**src/rtl/core/stepper_command_decoder_macros.svh**
```systemverilog
// ----------------------------------------------------------------------------
// stepper command decoder assertion macros
// checks sampled on i_clk and switched off while i_rst_n is low
// ----------------------------------------------------------------------------
`ifndef STEPPER_COMMAND_DECODER_MACROS_SVH
`define STEPPER_COMMAND_DECODER_MACROS_SVH

// consequent must hold in the same cycle as the antecedent
`define SCD_ASSERT_SAME(lbl, ante, cons, msg) \
    lbl: assert property (@(posedge i_clk) disable iff (!i_rst_n) (ante) |-> (cons)) \
        else $error(msg);

// consequent must hold in the cycle after the antecedent
`define SCD_ASSERT_NEXT(lbl, ante, cons, msg) \
    lbl: assert property (@(posedge i_clk) disable iff (!i_rst_n) (ante) |=> (cons)) \
        else $error(msg);

`endif

```
**src/rtl/core/scd_pkg.sv**
```systemverilog
`timescale 1ns / 1ps
// ----------------------------------------------------------------------------
// scd_pkg
// word types, command codes and character constants of the command decoder
// ----------------------------------------------------------------------------
package scd_pkg;

    // input word: one message character or an end of message marker
    typedef struct packed {
        logic       action;
        logic [7:0] char_code;
    } t_in_word;

    // output word: one decoded motor command
    typedef struct packed {
        logic [1:0]  command_kind;
        logic        disable_level;
        logic        direction_level;
        logic [14:0] pulse_count;
        logic        pulse_forever;
        logic [10:0] speed_hz;
    } t_out_word;

    // message state gathered over the characters of one message
    typedef struct packed {
        logic [1:0]  char_position;
        logic [7:0]  first_letter;
        logic [7:0]  second_letter;
        logic        third_is_f;
        logic [14:0] number_value;
        logic        number_bad;
    } t_msg_state;

    // command kinds
    localparam logic [1:0] KIND_INVALID = 2'd0;
    localparam logic [1:0] KIND_STOP    = 2'd1;
    localparam logic [1:0] KIND_TURN    = 2'd2;
    localparam logic [1:0] KIND_SPEED   = 2'd3;

    // characters seen so far, saturating
    localparam logic [1:0] POS_NONE = 2'd0;
    localparam logic [1:0] POS_ONE  = 2'd1;
    localparam logic [1:0] POS_TWO  = 2'd2;
    localparam logic [1:0] POS_MORE = 2'd3;

    // action codes
    localparam logic ACT_CHAR = 1'b0;
    localparam logic ACT_END  = 1'b1;

    // lower-case letters and digit bounds
    localparam logic [7:0] CHAR_S    = 8'h73;
    localparam logic [7:0] CHAR_T    = 8'h74;
    localparam logic [7:0] CHAR_V    = 8'h76;
    localparam logic [7:0] CHAR_R    = 8'h72;
    localparam logic [7:0] CHAR_L    = 8'h6c;
    localparam logic [7:0] CHAR_F    = 8'h66;
    localparam logic [7:0] CHAR_M    = 8'h6d;
    localparam logic [7:0] CHAR_C    = 8'h63;
    localparam logic [7:0] CHAR_0    = 8'h30;
    localparam logic [7:0] CHAR_9    = 8'h39;
    localparam logic [7:0] CASE_BIT  = 8'h20;

    // numeric limits and fixed speeds
    localparam logic [14:0] COUNT_MAX  = 15'd32767;
    localparam logic [10:0] SPEED_MIN  = 11'd16;
    localparam logic [10:0] SPEED_MAX  = 11'd2047;
    localparam logic [10:0] SPEED_FAST = 11'd1500;
    localparam logic [10:0] SPEED_TOP  = 11'd2000;
    localparam logic [10:0] SPEED_MID  = 11'd1000;
    localparam logic [10:0] SPEED_SLOW = 11'd500;

    // case-insensitive letter match against a lower-case letter
    function automatic logic is_letter(input logic [7:0] c, input logic [7:0] lower);
        is_letter = ((c | CASE_BIT) == lower);
    endfunction

endpackage

```
**src/rtl/core/stepper_command_decoder.sv**
```systemverilog
`timescale 1ns / 1ps
`include "stepper_command_decoder_macros.svh"
// ----------------------------------------------------------------------------
// stepper_command_decoder
// decodes text motor commands, one character per input word, into one
// command word per message
// ----------------------------------------------------------------------------
// usage:
//   input channel: i_in_valid / o_in_stall carry i_in_word; a word with
//   action low is a message character, action high ends the message
//   output channel: o_out_valid / i_out_stall carry o_out_word, one word
//   per end of message and none per character
//   throughput: one input word per cycle unless an end of message waits on
//   a held result; the input register, the message state and the result
//   register each take one step per cycle; an accepted end of message goes
//   from the input register into the result register, then on o_out_valid
//   stall: while the result is held, a character still passes into the
//   message state; an end of message waits in the input register, and
//   o_in_stall rises only once that register is full and blocked
//   reset: synchronous and active low; clears both valid flags and the
//   message state, so the next word starts a new message
// ----------------------------------------------------------------------------
module stepper_command_decoder (
    input  logic               i_clk,
    input  logic               i_rst_n,
    input  logic               i_in_valid,
    output logic               o_in_stall,
    input  scd_pkg::t_in_word  i_in_word,
    output logic               o_out_valid,
    input  logic               i_out_stall,
    output scd_pkg::t_out_word o_out_word
);
    import scd_pkg::*;

    logic       r_in_vld;
    t_in_word   r_in;
    logic       r_out_vld;
    t_out_word  r_out;
    logic       n_in_vld;
    logic       n_out_vld;

    logic       in_accept;
    logic       out_free;
    logic       s1_adv;
    logic       take_char;
    logic       end_msg;
    t_msg_state st;
    t_out_word  n_out;
    logic       have2;
    logic       bare;
    logic       sec_r;
    logic       sec_l;

    // handshake control
    always_comb begin
        out_free   = !r_out_vld || !i_out_stall;
        s1_adv     = r_in_vld && (r_in.action == ACT_CHAR || out_free);
        take_char  = s1_adv && r_in.action == ACT_CHAR;
        end_msg    = s1_adv && r_in.action == ACT_END;
        o_in_stall = r_in_vld && !s1_adv;
        in_accept  = i_in_valid && !o_in_stall;
        n_in_vld   = in_accept ? 1'b1 : (s1_adv ? 1'b0 : r_in_vld);
        n_out_vld  = end_msg ? 1'b1 : (i_out_stall ? r_out_vld : 1'b0);
    end

    // message state
    scd_msg_state u_msg (
        .i_clk   (i_clk),
        .i_rst_n (i_rst_n),
        .i_take  (take_char),
        .i_clear (end_msg),
        .i_char  (r_in.char_code),
        .o_state (st)
    );

    // command decode from the gathered message
    always_comb begin
        have2 = (st.char_position == POS_TWO) || (st.char_position == POS_MORE);
        bare  = (st.char_position == POS_TWO);
        sec_r = is_letter(st.second_letter, CHAR_R);
        sec_l = is_letter(st.second_letter, CHAR_L);
        n_out = '0;
        n_out.command_kind = KIND_INVALID;
        if (st.char_position != POS_NONE && is_letter(st.first_letter, CHAR_S)) begin
            n_out.command_kind  = KIND_STOP;
            n_out.disable_level = 1'b1;
        end else if (have2 && is_letter(st.first_letter, CHAR_T)) begin
            if ((sec_r || sec_l) && !st.number_bad) begin
                n_out.command_kind    = KIND_TURN;
                n_out.direction_level = sec_l;
                if (bare) begin
                    n_out.pulse_forever = 1'b1;
                end else begin
                    n_out.pulse_count = st.number_value;
                end
            end
        end else if (have2 && is_letter(st.first_letter, CHAR_V)) begin
            if (is_letter(st.second_letter, CHAR_F)) begin
                if (bare) begin
                    n_out.command_kind = KIND_SPEED;
                    n_out.speed_hz     = SPEED_FAST;
                end else if (st.third_is_f) begin
                    n_out.command_kind = KIND_SPEED;
                    n_out.speed_hz     = SPEED_TOP;
                end
            end else if (is_letter(st.second_letter, CHAR_M)) begin
                n_out.command_kind = KIND_SPEED;
                n_out.speed_hz     = SPEED_MID;
            end else if (is_letter(st.second_letter, CHAR_S)) begin
                n_out.command_kind = KIND_SPEED;
                n_out.speed_hz     = SPEED_SLOW;
            end else if (is_letter(st.second_letter, CHAR_C) && !st.number_bad) begin
                n_out.command_kind = KIND_SPEED;
                if (bare || st.number_value < {4'b0, SPEED_MIN}) begin
                    n_out.speed_hz = SPEED_MIN;
                end else if (st.number_value > {4'b0, SPEED_MAX}) begin
                    n_out.speed_hz = SPEED_MAX;
                end else begin
                    n_out.speed_hz = st.number_value[10:0];
                end
            end
        end
    end

    // valid flags
    always_ff @(posedge i_clk) begin
        if (!i_rst_n) begin
            r_in_vld  <= 1'b0;
            r_out_vld <= 1'b0;
        end else begin
            r_in_vld  <= n_in_vld;
            r_out_vld <= n_out_vld;
        end
    end

    // payload registers
    always_ff @(posedge i_clk) begin
        if (in_accept) begin
            r_in <= i_in_word;
        end
        if (end_msg) begin
            r_out <= n_out;
        end
    end

    assign o_out_valid = r_out_vld;
    assign o_out_word  = r_out;

    // checks
    `SCD_ASSERT_SAME(a_stop_word, r_out_vld && r_out.command_kind == KIND_STOP,
        r_out.disable_level && r_out.pulse_count == '0 && !r_out.pulse_forever
        && r_out.speed_hz == '0, "malformed stop word")
    `SCD_ASSERT_SAME(a_forever_turn, r_out_vld && r_out.pulse_forever,
        r_out.command_kind == KIND_TURN && r_out.pulse_count == '0,
        "endless pulsing outside a bare turn")
    `SCD_ASSERT_SAME(a_speed_range, r_out_vld && r_out.command_kind == KIND_SPEED,
        r_out.speed_hz >= SPEED_MIN && !r_out.disable_level,
        "set speed word below minimum")

endmodule

```
**src/rtl/core/scd_msg_state.sv**
```systemverilog
`timescale 1ns / 1ps
`include "stepper_command_decoder_macros.svh"
// ----------------------------------------------------------------------------
// scd_msg_state
// collects letters, third-character flag and saturating decimal value of one
// message; cleared when the message is decoded
// ----------------------------------------------------------------------------
module scd_msg_state (
    input  logic                i_clk,
    input  logic                i_rst_n,
    input  logic                i_take,
    input  logic                i_clear,
    input  logic [7:0]          i_char,
    output scd_pkg::t_msg_state o_state
);
    import scd_pkg::*;

    t_msg_state  r_st;
    t_msg_state  n_st;
    logic        is_digit;
    logic [3:0]  digit;
    logic [18:0] scaled;

    // times-ten accumulate with saturation
    always_comb begin
        is_digit = (i_char >= CHAR_0) && (i_char <= CHAR_9);
        digit    = 4'(i_char - CHAR_0);
        scaled   = {4'b0, r_st.number_value} * 19'd10 + {15'b0, digit};
    end

    // next message state
    always_comb begin
        n_st = r_st;
        if (i_clear) begin
            n_st = '0;
        end else if (i_take) begin
            case (r_st.char_position)
                POS_NONE: n_st.first_letter  = i_char;
                POS_ONE:  n_st.second_letter = i_char;
                POS_TWO, POS_MORE: begin
                    if (r_st.char_position == POS_TWO && is_letter(i_char, CHAR_F)) begin
                        n_st.third_is_f = 1'b1;
                    end
                    if (is_digit) begin
                        n_st.number_value = (scaled > {4'b0, COUNT_MAX}) ? COUNT_MAX
                                                                         : scaled[14:0];
                    end else begin
                        n_st.number_bad = 1'b1;
                    end
                end
                default: n_st = r_st;
            endcase
            if (r_st.char_position != POS_MORE) begin
                n_st.char_position = r_st.char_position + 2'd1;
            end
        end
    end

    // state register
    always_ff @(posedge i_clk) begin
        if (!i_rst_n) begin
            r_st <= '0;
        end else begin
            r_st <= n_st;
        end
    end

    assign o_state = r_st;

    // checks
    `SCD_ASSERT_NEXT(a_clear_empties, i_clear, r_st.char_position == POS_NONE && !r_st.number_bad,
        "message state not cleared")
    `SCD_ASSERT_NEXT(a_position_steps, i_take && !i_clear && r_st.char_position != POS_MORE,
        r_st.char_position == $past(r_st.char_position) + 2'd1, "character position skipped")
    `SCD_ASSERT_SAME(a_no_early_number, r_st.char_position == POS_NONE
        || r_st.char_position == POS_ONE,
        r_st.number_value == '0 && !r_st.number_bad && !r_st.third_is_f,
        "number state set before third character")

endmodule
```
**config.mk**
```make
export PLATFORM = sky130hd
export DESIGN_NAME = stepper_command_decoder
export DESIGN_NICKNAME = d
export VERILOG_FILES = /design/src/rtl/core/scd_pkg.sv /design/src/rtl/core/stepper_command_decoder.sv /design/src/rtl/core/scd_msg_state.sv
export VERILOG_INCLUDE_DIRS = /design/src /design/src/rtl/core
export SDC_FILE = /design/constraint.sdc
export NUM_CORES = 1
export LEC_CHECK = 0
export BUFFER_PORTS_ARGS = -buffer_cell sky130_fd_sc_hd__buf_2
export CAP_MARGIN = 10
export CORE_UTILIZATION = 35
export DETAILED_ROUTE_END_ITERATION = 10
export GPL_ROUTABILITY_DRIVEN = 0
export REMOVE_ABC_BUFFERS = 1
export SLEW_MARGIN = 40
export SYNTH_ARGS = -nofsm -noshare
export SYNTH_HDL_FRONTEND = slang
export SYNTH_SLANG_ARGS = --single-unit
```
**constraint.sdc**
```tcl
create_clock -name i_clk -period 7.4 [get_ports i_clk]
set_input_delay 1.85 -clock i_clk [delete_from_list [all_inputs] [get_ports i_clk]]
set_output_delay 1.85 -clock i_clk [all_outputs]
set_load 0.1 [all_outputs]
```
# Word level (Yosys, flattened, before mapping)
# Index checks and enable logic that the tools add are counted.
# W data, S select, Z words.
[word_totals] in_bits=13 register_bits=77 elab_cells=106 output_inout_bits=33
[classes] n_reduce_logical=36 n_mux=24 n_eq_ne=15 add_sub_neg=3 multipliers=1 bitwise=6 n_lt_le_gt_ge=5
[ops] operator="$mux W11" n=8
[ops] operator="$eq A7 B6 Y1 const B" n=10
[ops] operator="$add A19 B4 Y19" n=1
[ops] operator="$gt A19 B15 Y1 const B" n=1
[ops] operator="$mul A15 B3 Y18 const B" n=1
[ops] operator="$mux W2" n=9
[ops] operator="$gt A15 B11 Y1 const B" n=1
[ops] operator="$lt A15 B5 Y1 const B" n=1
[ops] operator="$mux W15" n=1
[ops] operator="$logic_and A1 B1 Y1" n=12
[ops] operator="$reduce_and A3 Y1" n=3
[ops] operator="$ge A8 B6 Y1 const B" n=1
[ops] operator="$le A8 B6 Y1 const B" n=1
[ops] operator="$mux W1" n=6
[ops] operator="$not A1 Y1" n=6
[ops] operator="$reduce_and A2 Y1" n=3
[ops] operator="$reduce_or A3 Y1" n=2
[ops] operator="$logic_not A1 Y1" n=5
[ops] operator="$logic_or A1 B1 Y1" n=5
[ops] operator="$eq A2 B2 Y1 const B" n=2
[ops] operator="$reduce_bool A2 Y1" n=2
[ops] operator="$reduce_or A2 Y1" n=2
[ops] operator="$reduce_or A4 Y1" n=1
[ops] operator="$sub A4 B1 Y4 const B" n=1
[ops] operator="5 further kinds" n=5

# Longest topological paths before layout
# Gate-level depths: netlist of the first run.
[depth] word_depth=9 depth_mapped=11 ltp_nobuf=10

# Modules after synthesis
# From an unflattened synthesis of the first run, not the netlist that was laid out.
[unflattened] cells_unflattened=437 area_unflattened_um2=4535.6
[modules_own_cells] mod="scd_msg_state" cells_each=294 instances=1 seq_area_each_um2=700.7 area_each_um2=2608.8
[modules_own_cells] mod="stepper_command_decoder" cells_each=143 instances=1 seq_area_each_um2=1241.2 area_each_um2=1926.8

# Worst setup path after synthesis of the first run
# No wires, ideal clock.
[synth_path] path_type="in2out" from="input port i_out_stall" to="output port o_in_stall" stages=2 required_time_ns=5.550 path_slack_ns=2.257 path_buffers=0 arrival_ns=3.293 path_cell_list="nand2_1 -> nor2_1"
[synth_via] elab_chain_len=6
[synth_lines] element="from (decl)" line_no="stepper_command_decoder.sv:30" rtl="input logic i_out_stall,"
[synth_lines] element="$logic_not A1 Y1" line_no="stepper_command_decoder.sv:56" rtl="out_free = !r_out_vld || !i_out_stall;"
[synth_lines] element="$logic_or A1 B1 Y1" line_no="stepper_command_decoder.sv:56"
[synth_lines] element="$logic_or A1 B1 Y1" line_no="stepper_command_decoder.sv:57" rtl="s1_adv = r_in_vld && (r_in.action == ACT_CHAR || out_free);"
[synth_lines] element="$logic_and A1 B1 Y1" line_no="stepper_command_decoder.sv:57"
[synth_lines] element="$logic_not A1 Y1" line_no="stepper_command_decoder.sv:60" rtl="o_in_stall = r_in_vld && !s1_adv;"
[synth_lines] element="$logic_and A1 B1 Y1" line_no="stepper_command_decoder.sv:60"
[synth_lines] element="to (decl)" line_no="stepper_command_decoder.sv:27" rtl="output logic o_in_stall,"
# No other way between the ends.

# Worst setup path in the final report of the first run
# Ends and elaborated chain as after synthesis.

==> results of run 1 <==
-- area by class of cell --
class                           instances  area [sq um]  share of cell area (%)
Clock inverter                          7           116                    2.36
Sequential cell                        75          1900                    38.5
Tap cell                              143           179                    3.62
Multi-Input combinational cell        338          2240                    45.3
Clock buffer                            9           225                    4.56
Inverter                                9          33.8                   0.684
Timing Repair Buffer                   48           248                    5.01
-- metal layers --
layer,vias to the layer above,global-route usage [%]
li1,1700,-
met1,1580,21.6
met2,81,24.5
met3,11,4.19
met4,0,5.86
met5,-,0
-- cells by family (layout without fill, tap and decap cells) --
kind of cell             after synthesis  in the layout  share of synthesized area [%]
XOR/XNOR                              15             15                           3.11
AND/OR/NAND/NOR                      169            169                           20.4
adder cells (fa/ha/maj)               35             35                           10.7
AO/OA/AOI/OAI                        116            116                           17.9
flip-flops                            75             75                           45.1
buffers and inverters                 20             73                           1.96
multiplexers                           3              3                          0.800
-- power by group --
group	total [uW]	switching (uW)	leakage, uW	internal, uW
Clock	498	170	0.000165	328
Sequential	453	6.39	0.000665	446
Combinational	56.3	46.1	0.00114	10.2
-- sequential cells by signal, indices dropped and copies added, names as in the netlist --
signal         count
o_out_word        31
o_out_valid        1
u_msg.o_state     33
r_in_vld           1
r_in               9
-- worst max-delay path, delay by kind of cell --
kind	cells	cell delay, ps
buffers and inverters	2	530
AND/OR/NAND/NOR	2	250
-- through the flow --
stage               utilization [%]  hold WS (ps)  setup WS (ps)  cell area (sq um)
floorplan                         -           431           2260               4170
global placement               39.8           442           2950               4600
detailed placement             39.8           451           2920               4600
CTS                            42.7           459           2910               4940
global route                   42.7           484           2870               4940
finish                         42.7           457           2920               4940
-- worst min-delay path by stage --
stage / startpoint / end / slack, ps
after global routing: u_msg.o_state[23] / u_msg.o_state[23] / 480
after detailed placement: u_msg.o_state[24] / u_msg.o_state[24] / 450
after global placement: u_msg.o_state[23] / u_msg.o_state[23] / 440
after CTS: u_msg.o_state[24] / u_msg.o_state[24] / 460
final: u_msg.o_state[24] / u_msg.o_state[24] / 460
after floorplan: u_msg.o_state[29] / u_msg.o_state[29] / 430
-- cell usage in the layout (no fill, tap or decap), types with 18 or more instances in the layout --
cell      count
nor2_1       46
nand2_1      42
dfxtp_1      35
and2_1       19
o21ai_0      27
buf_2        45
nand3_1      18
a31oi_1      19
edfxtp_1     40
a21oi_1      30
ha_1         33
==> results by group, run 1 <==
Status
  – Run status: finished with violations
  – Failing checks: design-rule violations

Clock tree
  – Deepest clock path buffer count: 2
  – H-tree depth: 3
  – CTS tree: done
  – CTS sink cnt: 75
  – Clock-pin slew on the worst setup and hold paths: 60 ps
  – Resize count post-CTS: 0
  – Postcts setup bufs: 0
  – Clock Latency Late Sink: 340 ps
  – CTS buffer count: 9
  – Root buffer selected by CTS: clkbuf_16
  – Hold Buf Count CTS: 0

Setup path
  – Critical path, cell by cell: buf_2 > nand2_1 > nor2_1 > buf_2
  – Critical-path top delay cell: buf_2
  – Critical path peak fanout: 3
  – Most frequent CP cell: buf_2
  – Crit path kind: in2out
  – Cells on worst reg2reg path: 10
  – RR Startpoint: u_msg.o_state[2]
  – CP Capture Point: o_in_stall
  – Worst EP required: 5550 ps
  – CP Launch Point: i_out_stall
  – Arrival time at the worst endpoint: 2630 ps
  – Worst setup SP type: input port
  – CP Capture Type: output pin
  – CP peak stage delay: 460 ps
  – Worst reg2reg endpoint: u_msg.o_state[6]
  – Reg2Reg Setup Slack: 3440 ps

Pwr
  – Max VDD drop: 0.000109 V
  – LEAKAGE: 0.00197 uW
  – Pwr dens: 204 nW/um^2
  – Tot Pwr: 1010 uW

STA
  – Fmax: 223 MHz
  – Total negative setup slack: 0 ps
  – Setup skew after layout: 3.95 ps
  – Slew @ Worst Pin: 791 ps
  – Tmin final: 4480 ps
  – Slew Limit Fails: 0
  – Slew HR: 46.2%
  – Final period utilization: 60.6%
  – Hold Fails Final Rpt: 0
  – Final setup fails: 0
  – Setup repair after global routing missed its margin: false

Worst hold path
  – Worst hold path class: reg2reg
  – Min-Delay Path Depth: 2

Routing
  – WL/cell: 15.0 um
  – WL met3: 422 um
  – Routed Antenna Nets: 0
  – Initial drt markers: 277
  – DR vias: 3372
  – Met1 wire length: 4.66 mm
  – Met2 WL post-DR: 4.18 mm
  – DRT Wirelength: 9.42 mm
  – TritonRoute pass-1 iters: 8
  – Highest Signal Layer: met4
  – Post-route DRC violation count: 7
  – Vias/cell: 5.36

Synth
  – Distinct cells, synth: 57
  – Post-synth EDFFs: 40
  – Ys async rst share: 0%
  – Share of Yosys cell area claimed by the top area cell type: 28.5%
  – Synth Instances: 433
  – Seq/Total Area, Yosys: 45.1%
  – Number of synthesized register bits: 75
  – Area leader, netlist: edfxtp_1
  – Yosys Warn Count: 0
  – Netlist area before placement: 4220 sq um
  – Post-synth top cells: nor2_1, nand2_1, edfxtp_1
  – Avg Cell Area, Syn: 9.75 sq um
  – Top cells by area, synth: edfxtp_1, dfxtp_1, ha_1, nor2_1, nand2_1
  – Most common cell in the netlist: nor2_1
  – Top FF cell, synth: edfxtp_1

Place
  – Input/output buffers: 45
  – Post-DP HPWL: 7.09 mm
  – Placed insts: 613

Floorplanning
  – Chip width: 112 um
  – Chip height: 112 um
  – Rows: 39
  – Die footprint: 12500 sq um
  – I/O pins: 46
  – Initial Utilization: 36.5%
  – Core ar.: 11600 sq um

Final layout
  – Share of cells above drive strength 1: 16.7%
  – Finished Layout Cells: 629
  – ANT cells: 0
  – Fill cells: 1102
  – Area grow syn2layout: 17.0%
  – Final Net Count: 529

Global route
  – Largest net degree at the start of global routing: 32
  – Initial antenna violation count: 0
  – GR Overflow Total: 0
  – All-Layer GR Usage: 16.0%
  – Vias in the first global route: 3187
  – First-pass GRT wire length: 15.7 mm

Run
  – Max-Cap Viols: 0
Power figures use the tool's default switching activity.
==> inputs of run 2 (changes only) <==
==> constraint.sdc (replaced) <==
create_clock -name i_clk -period 3.7 [get_ports i_clk]
set_input_delay 0.925 -clock i_clk [delete_from_list [all_inputs] [get_ports i_clk]]
set_output_delay 0.925 -clock i_clk [all_outputs]
set_load 0.1 [all_outputs]
==> results by group, run 2 (synthesis results as in run 1) <==
Routing
  – WL/cell: 14.5 um (was 15.0 um)
  – Post-route DRC violation count: 5 (was 7)
  – Initial drt markers: 241 (was 277)
  – DR vias: 3335 (was 3372)
  – DRT Wirelength: 9.16 mm (was 9.42 mm)
  – Vias/cell: 5.28 (was 5.36)
  – Routed Antenna Nets: 0 (unchanged)
  – TritonRoute pass-1 iters: 7 (was 8)

Setup path
  – CP peak stage delay: 450 ps (was 460 ps)
  – Cells on worst reg2reg path: 11 (was 10)
  – Worst EP required: 3900 ps (was 5550 ps)
  – Critical-path top delay cell: dfxtp_1 (was buf_2)
  – CP Launch Point: u_msg.o_state[2] (was i_out_stall)
  – CP Capture Type: register (was output pin)
  – Worst setup SP type: register (was input port)
  – Crit path kind: reg2reg (was in2out)
  – Worst reg2reg endpoint: u_msg.o_state[10] (was u_msg.o_state[6])
  – Worst path top cell family by delay: adder cells (was buffers and inverters)
  – Critical path peak fanout: 15 (was 3)
  – RR Startpoint: u_msg.o_state[2] (unchanged)
  – Critical path buffer and inverter count: 1 (was 2)
  – CP Capture Point: u_msg.o_state[10] (was o_in_stall)
  – Reg2Reg Setup Slack: 320 ps (was 3440 ps)
  – CP Depth: 11 (was 4)
  – Most frequent CP cell: ha_1 (was buf_2)
  – Arrival time at the worst endpoint: 3590 ps (was 2630 ps)
  – Critical path, cell by cell: ha_1 > ha_1 > fa_1 > a211oi_2 > o21ai_0 > xor2_1 > nand4_2 > a2111oi_4 > mux2i_2 > buf_4 > a31oi_1 (was buf_2 > nand2_1 > nor2_1 > buf_2)

STA
  – Setup skew after layout: 5.87 ps (was 3.95 ps)
  – Final period utilization: 91.5%
  – Tmin final: 3380 ps
  – Total negative setup slack: 0 ps (unchanged)
  – Final setup fails: 0 (unchanged)
  – Slew @ Worst Pin: 717 ps (was 791 ps)
  – Slew Limit Fails: 0 (unchanged)
  – Setup repair after global routing missed its margin: false (unchanged)
  – Slew HR: 52.1% (was 46.2%)
  – Hold Fails Final Rpt: 0 (unchanged)
  – Fmax: 295 MHz

Floorplanning
  – I/O pins: 46 (unchanged)
  – Die footprint: 12500 sq um (unchanged)
  – Rows: 39 (unchanged)
  – Initial Utilization: 36.5% (unchanged)
  – Chip width: 112 um (unchanged)
  – Core ar.: 11600 sq um (unchanged)
  – Chip height: 112 um (unchanged)

Run
  – Max-Cap Viols: 0 (unchanged)

Clock tree
  – Clock Latency Late Sink: 340 ps (about the same)
  – Clock-pin slew on the worst setup and hold paths: 60 ps (about the same)
  – CTS tree: done (unchanged)
  – Postcts setup bufs: 0 (unchanged)
  – CTS buffer count: 9 (unchanged)
  – Hold Buf Count CTS: 0 (unchanged)
  – H-tree depth: 3 (unchanged)
  – Deepest clock path buffer count: 2 (unchanged)
  – CTS sink cnt: 75 (unchanged)
  – Root buffer selected by CTS: clkbuf_16 (unchanged)

Pwr
  – Max VDD drop: 0.000299 V (was 0.000109 V)
  – Clock share of power: 47.2% (was 49.5%)
  – Tot Pwr: 1930 uW (was 1010 uW)
  – Pint: 1500 uW (was 785 uW)
  – Sequential Power Share: 47.0% (was 44.9%)
  – Net switching power figure: 427 uW (was 222 uW)
  – Switching share of power: 22.1% (about the same)
  – Pwr dens: 391 nW/um^2 (was 204 nW/um^2)
  – Combinational fraction of design power: 5.8% (was 5.6%)
  – LEAKAGE: 0.00197 uW (about the same)

Global route
  – Met3 Use GR: 2.67% (was 4.19%)
  – Vias in the first global route: 3162 (was 3187)
  – Met1 Use GR: 20.5% (was 21.6%)
  – M2 GR Usage: 23.6% (was 24.5%)
  – Initial antenna violation count: 0 (unchanged)
  – All-Layer GR Usage: 15.1% (was 16.0%)
  – First-pass GRT wire length: 15.1 mm (was 15.7 mm)
  – Global route hottest layer: met2 (unchanged)
  – Largest net degree at the start of global routing: 32 (unchanged)
  – GR Overflow Total: 0 (unchanged)

Final layout
  – Max reg flops: 33 (unchanged)
  – Share of cells above drive strength 1: 16.8% (was 16.7%)
  – Commonest non-fill, non-tap cell in the layout: nor2_1 (unchanged)
  – Area grow syn2layout: 17.0% (about the same)
  – ANT cells: 0 (unchanged)
  – Commonest cells after routing, fill and taps aside: nor2_1, buf_2, nand2_1 (unchanged)
  – Fill cells: 1145 (was 1102)
  – Final Net Count: 532 (was 529)

Worst hold path
  – Worst hold path class: reg2reg (unchanged)
  – Min-delay src: u_msg.o_state[29] (was u_msg.o_state[24])

Status
  – Failing checks: design-rule violations (unchanged)
  – Run status: finished with violations (unchanged)

Place
  – Post-DP HPWL: 7.09 mm (about the same)
  – Input/output buffers: 45 (unchanged)
## run 2: cell count changes in the layout (fill, tap and decap cells not counted), sizes merged
cell    change
buf         +3
clkinv      -1
bufinv      -1
clkbuf      +2
## run 2: worst reg2reg max path, stage by stage, from the launching register on
cell,delay [ps]
dfxtp_1,450
ha_1,280
ha_1,230
fa_1,420
a211oi_2,320
o21ai_0,160
xor2_1,290
nand4_2,220
a2111oi_4,280
mux2i_2,260
buf_4,230
a31oi_1,100
## run 2: what timing repair did
action / in CTS / in global routing
endpoints found under the setup margin: 0 / 15
resized for setup: 0 / 1
hold endpoints to repair: 0 / 0
## run 2: metal layers
metal	vias to the layer above	part of all wire (%)	routed length (um)
li1	1694	-	-
met1	1545	49	4480
met2	83	44	4060
met3	13	4.8	442
met4	0	1.9	175
met5	-	0	0
## run 2: cell type report
cell class                      instances  area, sq um  share of cell area, %
Timing Repair Buffer                   51          270                   5.47
Tap cell                              143          179                   3.62
Clock inverter                          5         77.6                   1.57
Multi-Input combinational cell        338         2240                   45.4
Clock buffer                           11          233                   4.71
Sequential cell                        75         1900                   38.5
Inverter                                9         33.8                  0.684
## run 2: how the worst min path moves through the flow
stage	to	slack, ps	cells past startpoint
2_1_floorplan	u_msg.o_state[29]	430	2
3_3_place_gp	u_msg.o_state[23]	440	2
3_5_place_dp	u_msg.o_state[23]	450	2
4_1_cts	u_msg.o_state[23]	460	2
5_1_grt	u_msg.o_state[29]	480	2
6_report	u_msg.o_state[29]	460	2
## run 2: power by group through the flow
stage                     Sequential (uW)  Clock [uW]  Combinational, uW
after floorplan                       978           0               29.5
after global placement                923           0                112
after detailed placement              923           0                113
after CTS                             906         921                113
after global routing                  907         957                118
final                                 906         911                112
## run 2: per-stage QoR
stage	worst slack (ps)	cells	utilization [%]	hold WS [ps]	cell area, sq um
after global routing	69.1	632	42.7	478	4940
after floorplan	292	422	-	431	4170
final	316	632	42.7	455	4940
after global placement	336	616	40.0	441	4620
after detailed placement	202	616	40.0	449	4620
after CTS	192	632	42.6	457	4930
